File: src/q15c_pkg.sv
`timescale 1ns / 1ps
// q15c_pkg: shared types, widths and codes for the Q15 convolution core.
// No dependencies; imported by every module of the core except q15c_ram.
package q15c_pkg;

    localparam int IMAGE_DEPTH_DEF  = 2048;
    localparam int WEIGHT_DEPTH_DEF = 256;
    localparam int MAX_KERNELS_DEF  = 4;

    localparam int QSHIFT      = 15;
    localparam int DATA_W      = 16;
    localparam int OPC_W       = 2;
    localparam int STORE_IDX_W = 11;
    localparam int OC_W        = 2;
    localparam int COORD_W     = 6;
    localparam int ROWS_W      = 7;
    localparam int CH_W        = 4;
    localparam int KCNT_W      = 3;

    localparam int IA_W     = 19;  // image address, wide enough for any register values
    localparam int WA_W     = 14;  // weight address
    localparam int PLANE_W  = 14;
    localparam int KSZ_W    = 12;
    localparam int MA_W     = 12;
    localparam int MB_W     = 7;
    localparam int PROD_W   = MA_W + MB_W;

    localparam int S_TDATA_W  = 48;
    localparam int CFG_IDX_W  = 3;
    localparam int CFG_DATA_W = 7;
    localparam int PC_W       = 4;

    typedef enum logic [OPC_W-1:0] {
        OPC_LOAD_IMG  = 2'd0,
        OPC_LOAD_WGT  = 2'd1,
        OPC_LOAD_BIAS = 2'd2,
        OPC_COMPUTE   = 2'd3
    } t_opcode;

    typedef enum logic [CFG_IDX_W-1:0] {
        CFG_IN_ROWS      = 3'd0,
        CFG_IN_COLS      = 3'd1,
        CFG_IN_CHANNELS  = 3'd2,
        CFG_KERNEL_ROWS  = 3'd3,
        CFG_KERNEL_COLS  = 3'd4,
        CFG_KERNEL_COUNT = 3'd5
    } t_cfg_idx;

    // datapath operations, one per microcode step
    typedef enum logic [3:0] {
        OP_NONE,
        OP_ROW,
        OP_PLANE,
        OP_KSZ0,
        OP_KSZ1,
        OP_KBASE,
        OP_INIT,
        OP_MAC,
        OP_EMIT_OK,
        OP_EMIT_ERR
    } t_op;

    // jump conditions
    typedef enum logic [2:0] {
        C_NONE,
        C_NO_COMPUTE,
        C_RANGE,
        C_EMPTY,
        C_MORE,
        C_OUT_BUSY
    } t_cond;

    typedef struct packed {
        t_op             op;
        t_cond           cond;
        logic [PC_W-1:0] jump;
        logic [PC_W-1:0] nxt;
        logic            rdy;
    } t_ctrl;

    typedef struct packed {
        logic acc_compute;
        logic range_err;
        logic empty;
        logic more;
        logic out_busy;
    } t_stat;

endpackage

File: src/q15c_seq.sv
`timescale 1ns / 1ps
// q15c_seq: microcode sequencer; step counter, program ROM and jump logic.
// Depends on q15c_pkg.
module q15c_seq
    import q15c_pkg::*;
(
    input  logic  i_clk,
    input  logic  i_rst_n,
    input  t_stat i_stat,
    output t_ctrl o_ctrl
);

    localparam logic [PC_W-1:0] PC_IDLE  = 4'd0;
    localparam logic [PC_W-1:0] PC_CHECK = 4'd1;
    localparam logic [PC_W-1:0] PC_PLANE = 4'd2;
    localparam logic [PC_W-1:0] PC_KSZ0  = 4'd3;
    localparam logic [PC_W-1:0] PC_KSZ1  = 4'd4;
    localparam logic [PC_W-1:0] PC_KBASE = 4'd5;
    localparam logic [PC_W-1:0] PC_INIT  = 4'd6;
    localparam logic [PC_W-1:0] PC_MAC   = 4'd7;
    localparam logic [PC_W-1:0] PC_DRN0  = 4'd8;
    localparam logic [PC_W-1:0] PC_DRN1  = 4'd9;
    localparam logic [PC_W-1:0] PC_EMIT  = 4'd10;
    localparam logic [PC_W-1:0] PC_ERR   = 4'd11;

    function automatic t_ctrl f_rom(input logic [PC_W-1:0] pc);
        t_ctrl w;
        w = '{op: OP_NONE, cond: C_NONE, jump: PC_IDLE, nxt: PC_IDLE, rdy: 1'b0};
        unique case (pc)
            PC_IDLE:  w = '{OP_NONE,     C_NO_COMPUTE, PC_IDLE,  PC_CHECK, 1'b1};
            PC_CHECK: w = '{OP_ROW,      C_RANGE,      PC_ERR,   PC_PLANE, 1'b0};
            PC_PLANE: w = '{OP_PLANE,    C_NONE,       PC_IDLE,  PC_KSZ0,  1'b0};
            PC_KSZ0:  w = '{OP_KSZ0,     C_NONE,       PC_IDLE,  PC_KSZ1,  1'b0};
            PC_KSZ1:  w = '{OP_KSZ1,     C_NONE,       PC_IDLE,  PC_KBASE, 1'b0};
            PC_KBASE: w = '{OP_KBASE,    C_NONE,       PC_IDLE,  PC_INIT,  1'b0};
            PC_INIT:  w = '{OP_INIT,     C_EMPTY,      PC_EMIT,  PC_MAC,   1'b0};
            PC_MAC:   w = '{OP_MAC,      C_MORE,       PC_MAC,   PC_DRN0,  1'b0};
            PC_DRN0:  w = '{OP_NONE,     C_NONE,       PC_IDLE,  PC_DRN1,  1'b0};
            PC_DRN1:  w = '{OP_NONE,     C_NONE,       PC_IDLE,  PC_EMIT,  1'b0};
            PC_EMIT:  w = '{OP_EMIT_OK,  C_OUT_BUSY,   PC_EMIT,  PC_IDLE,  1'b0};
            PC_ERR:   w = '{OP_EMIT_ERR, C_OUT_BUSY,   PC_ERR,   PC_IDLE,  1'b0};
            default:  w = '{OP_NONE,     C_NONE,       PC_IDLE,  PC_IDLE,  1'b0};
        endcase
        return w;
    endfunction

    logic [PC_W-1:0] r_pc;
    logic [PC_W-1:0] n_pc;
    t_ctrl           w_word;
    logic            w_take;

    assign w_word = f_rom(r_pc);

    always_comb begin
        unique case (w_word.cond)
            C_NONE:       w_take = 1'b0;
            C_NO_COMPUTE: w_take = !i_stat.acc_compute;
            C_RANGE:      w_take = i_stat.range_err;
            C_EMPTY:      w_take = i_stat.empty;
            C_MORE:       w_take = i_stat.more;
            C_OUT_BUSY:   w_take = i_stat.out_busy;
            default:      w_take = 1'b0;
        endcase
        n_pc = w_take ? w_word.jump : w_word.nxt;
    end

    always_ff @(posedge i_clk) begin
        if (!i_rst_n) begin
            r_pc <= PC_IDLE;
        end else begin
            r_pc <= n_pc;
        end
    end

    assign o_ctrl = w_word;

endmodule

File: config.mk
export PLATFORM = sky130hd
export DESIGN_NAME = q15c_seq
export DESIGN_NICKNAME = d
export VERILOG_FILES = /design/src/q15c_pkg.sv /design/src/q15c_seq.sv
export SDC_FILE = /design/constraint.sdc
export NUM_CORES = 1
export LEC_CHECK = 0
export BUFFER_PORTS_ARGS = -buffer_cell sky130_fd_sc_hd__buf_2
export CORE_MARGIN = 1
export CORE_UTILIZATION = 35
export CTS_BUF_LIST = sky130_fd_sc_hd__clkbuf_16
export CTS_CLUSTER_DIAMETER = 30
export CTS_CLUSTER_SIZE = 16
export DETAILED_ROUTE_END_ITERATION = 6
export PLACE_DENSITY = 0.64
export SKIP_LAST_GASP = 1
export SYNTH_ARGS = -nofsm -noshare
export SYNTH_HDL_FRONTEND = slang
export SYNTH_SLANG_ARGS = --single-unit
File: constraint.sdc
create_clock -name i_clk -period 4.2 [get_ports i_clk]
set_clock_uncertainty 0.1 [all_clocks]
set_input_delay 0 -clock i_clk [delete_from_list [all_inputs] [get_ports i_clk]]
set_output_delay 0 -clock i_clk [all_outputs]
set_load 0.005 [all_outputs]
==> reports/results.ini <==
[floorplanning]
die_h_um = 50.2
die-area_sq_mm = 0.00252
die_width_um = 50.2
num_rows = 17
io_pins = 23
coreArea_sq_mm = 0.00219
initial_core_util_pct = 37.1

[place]
hpwl_um = 1140
dp_cells = 126
dpl_cell_area_sq_um = 918
place_ws_ps = 1760
io_buffers = 22
gp_congestion = 0.817

[power_and_ir_drop]
vdd_ir_drop_max_mv = 0.299
p_leak_nw = 0.514
p_per_area_mw_per_mm2 = 707
finalPower_uw = 705

[drt]
drt-total-wl_um = 1550
antenna_left = 0
via_count = 616
dr.pass1.iters = 4
drcViolationCount = 0
vias_per_cell = 4.74
wl_per_cell_um = 11.9
drtIter0Drc = 12

[cells_and_area]
nFillCells = 210
design_area_sq_um = 997
finalCoreUtilization_pct = 45.5
syn_to_final_growth_pct = 22.6
nets = 115
drive_gt1_share_pct = 29.4
finalNonFillerCells = 130
final_cell_mix = buf_2, dfxtp_1, mux2i_1, nand2_1, inv_1
final_common_cell = buf_2
num_antenna_cells = 0
largest_reg_flops = 16

[setup_path]
crit_required_ps = 4210
critPathArrivalTime_ps = 2460
path_max_fanout = 9
critPathLaunchType = flop
endpoint_kind = flop
critPathKind = reg -> reg

[synth]
yosysTopAreaCellShare_pct = 39.4
syn_avg_cell_area_sq_um = 10.4
yosysWarnings = 0
syn-cell-area_sq_um = 813
async_flop_share_pct = 0
synth_edf_count = 0
synth-main-ff-cell = dfxtp_1
synth_cell_type_count = 25
synth-seq-cells = 16
ys_top_cells_by_area = dfxtp_1, mux2i_1, ha_1, bufbuf_16, nand2_1
synth_fp_nets = 90
syn_inst = 78
synth_sequential_area_ratio_pct = 39.4
synth_top_area_cell = dfxtp_1

[cts]
cts_tree = built
post_cts_buffers = 0
clock_latency_ps = 240
clock-sinks = 16
root_buffer = clkbuf_16
cts_hold_buf = 0
post_cts_resized = 0
htreeDepth = 1
cts_buffers = 3
path_clk_slew_ps = 50
clockBufferDepth = 2

[timing]
hold_ws_ps = 2.83
finalHoldViolations = 0
fin_crit_sh_pct = 58.2
grt_setup_unrepaired = false
setup_tns_ps = 0
fin_ws_ps = 1750
maxSlewViolCount = 0
setup-violations-final = 0
maxSlewHeadroom_pct = 66.2
worst_pin_slew_ps = 505
max_freq_mhz = 409
finalWorstPathRequiredPeriod_ps = 2450

[global_routing]
grt_pass1_vias = 589
grt_pass1_wl_um = 2590
grt_start_max_net_pins = 12
antenna_found_initial = 0
track_usage_pct = 13.5
grt-ovfl-total = 0

[flow_run]
cap_violations = 0

[worst_hold_path]
hp-class = in -> reg

[status]
status = finished, final reports clean

-- layer usage --
| layer | part of all wire, % | global-route usage, % | vias up |
|---|---|---|---|
| li1 | - | - | 312 |
| met1 | 48 | 17.0 | 286 |
| met2 | 47 | 22.4 | 16 |
| met3 | 4.9 | 2.73 | 2 |
| met4 | 0.52 | 5.24 | 0 |
| met5 | 0 | 0 | - |
-- Yosys cell counts (2+ instances only) --
cell type,number
nand2b_1,3
inv_1,6
xnor2_1,2
dfxtp_1,16
nand3_1,2
nand2_1,8
nor2_1,4
ha_1,5
mux2i_1,13
o21ai_0,3
and3b_1,2
-- kinds of logic (layout without fill, tap and decap cells) --
group | Yosys count | count (layout) | share of synthesized area [%]
buf+inv | 8 | 32 | 7.69
mux | 14 | 14 | 17.8
fa+ha+maj | 5 | 5 | 7.69
flops | 16 | 16 | 39.4
simple gates | 24 | 24 | 16.0
xor+xnor | 2 | 2 | 2.15
compound gates | 9 | 9 | 9.23
-- where the power goes --
part	switching (mW)	leakage, nW	total [mW]	internal, mW
combinational	0.142	0.343	0.274	0.132
clock	0.0561	0.0385	0.182	0.126
sequential	0.0413	0.132	0.249	0.208
-- layout make-up --
type,count,area [sq um],share of cell area [%]
inverter,6,22.5,2.26
tap,28,35.0,3.51
timing repair buffer,22,110,11.0
clock buffer,3,75.1,7.53
sequential,16,320,32.1
clock inverter,1,3.75,0.376
multi-input combinational,54,430,43.2
-- critical path, cell delays in order, from the launching register on --
cell and delay (ps):
dfxtp_1 420, mux2i_1 250, o31ai_2 90, a31oi_4 350, mux2i_1 160, nor2b_1 340, inv_1 140, ha_1 210
mux2i_1 180, o21ai_1 70
-- final timing paths --
check | cells after the start | start | slack, ps | to
max | 9 | o_ctrl[9]$_DFF_P_ | 1750 | o_ctrl[8]$_DFF_P_
min | 2 | i_rst_n | 3 | o_ctrl[14]$_SDFF_PP0_
max reg2reg | 9 | o_ctrl[9]$_DFF_P_ | 1750 | o_ctrl[8]$_DFF_P_
min reg2reg | 2 | o_ctrl[2]$_DFF_P_ | 520 | o_ctrl[15]$_SDFF_PN0_
No activity file was read; power rests on OpenSTA's default activity.
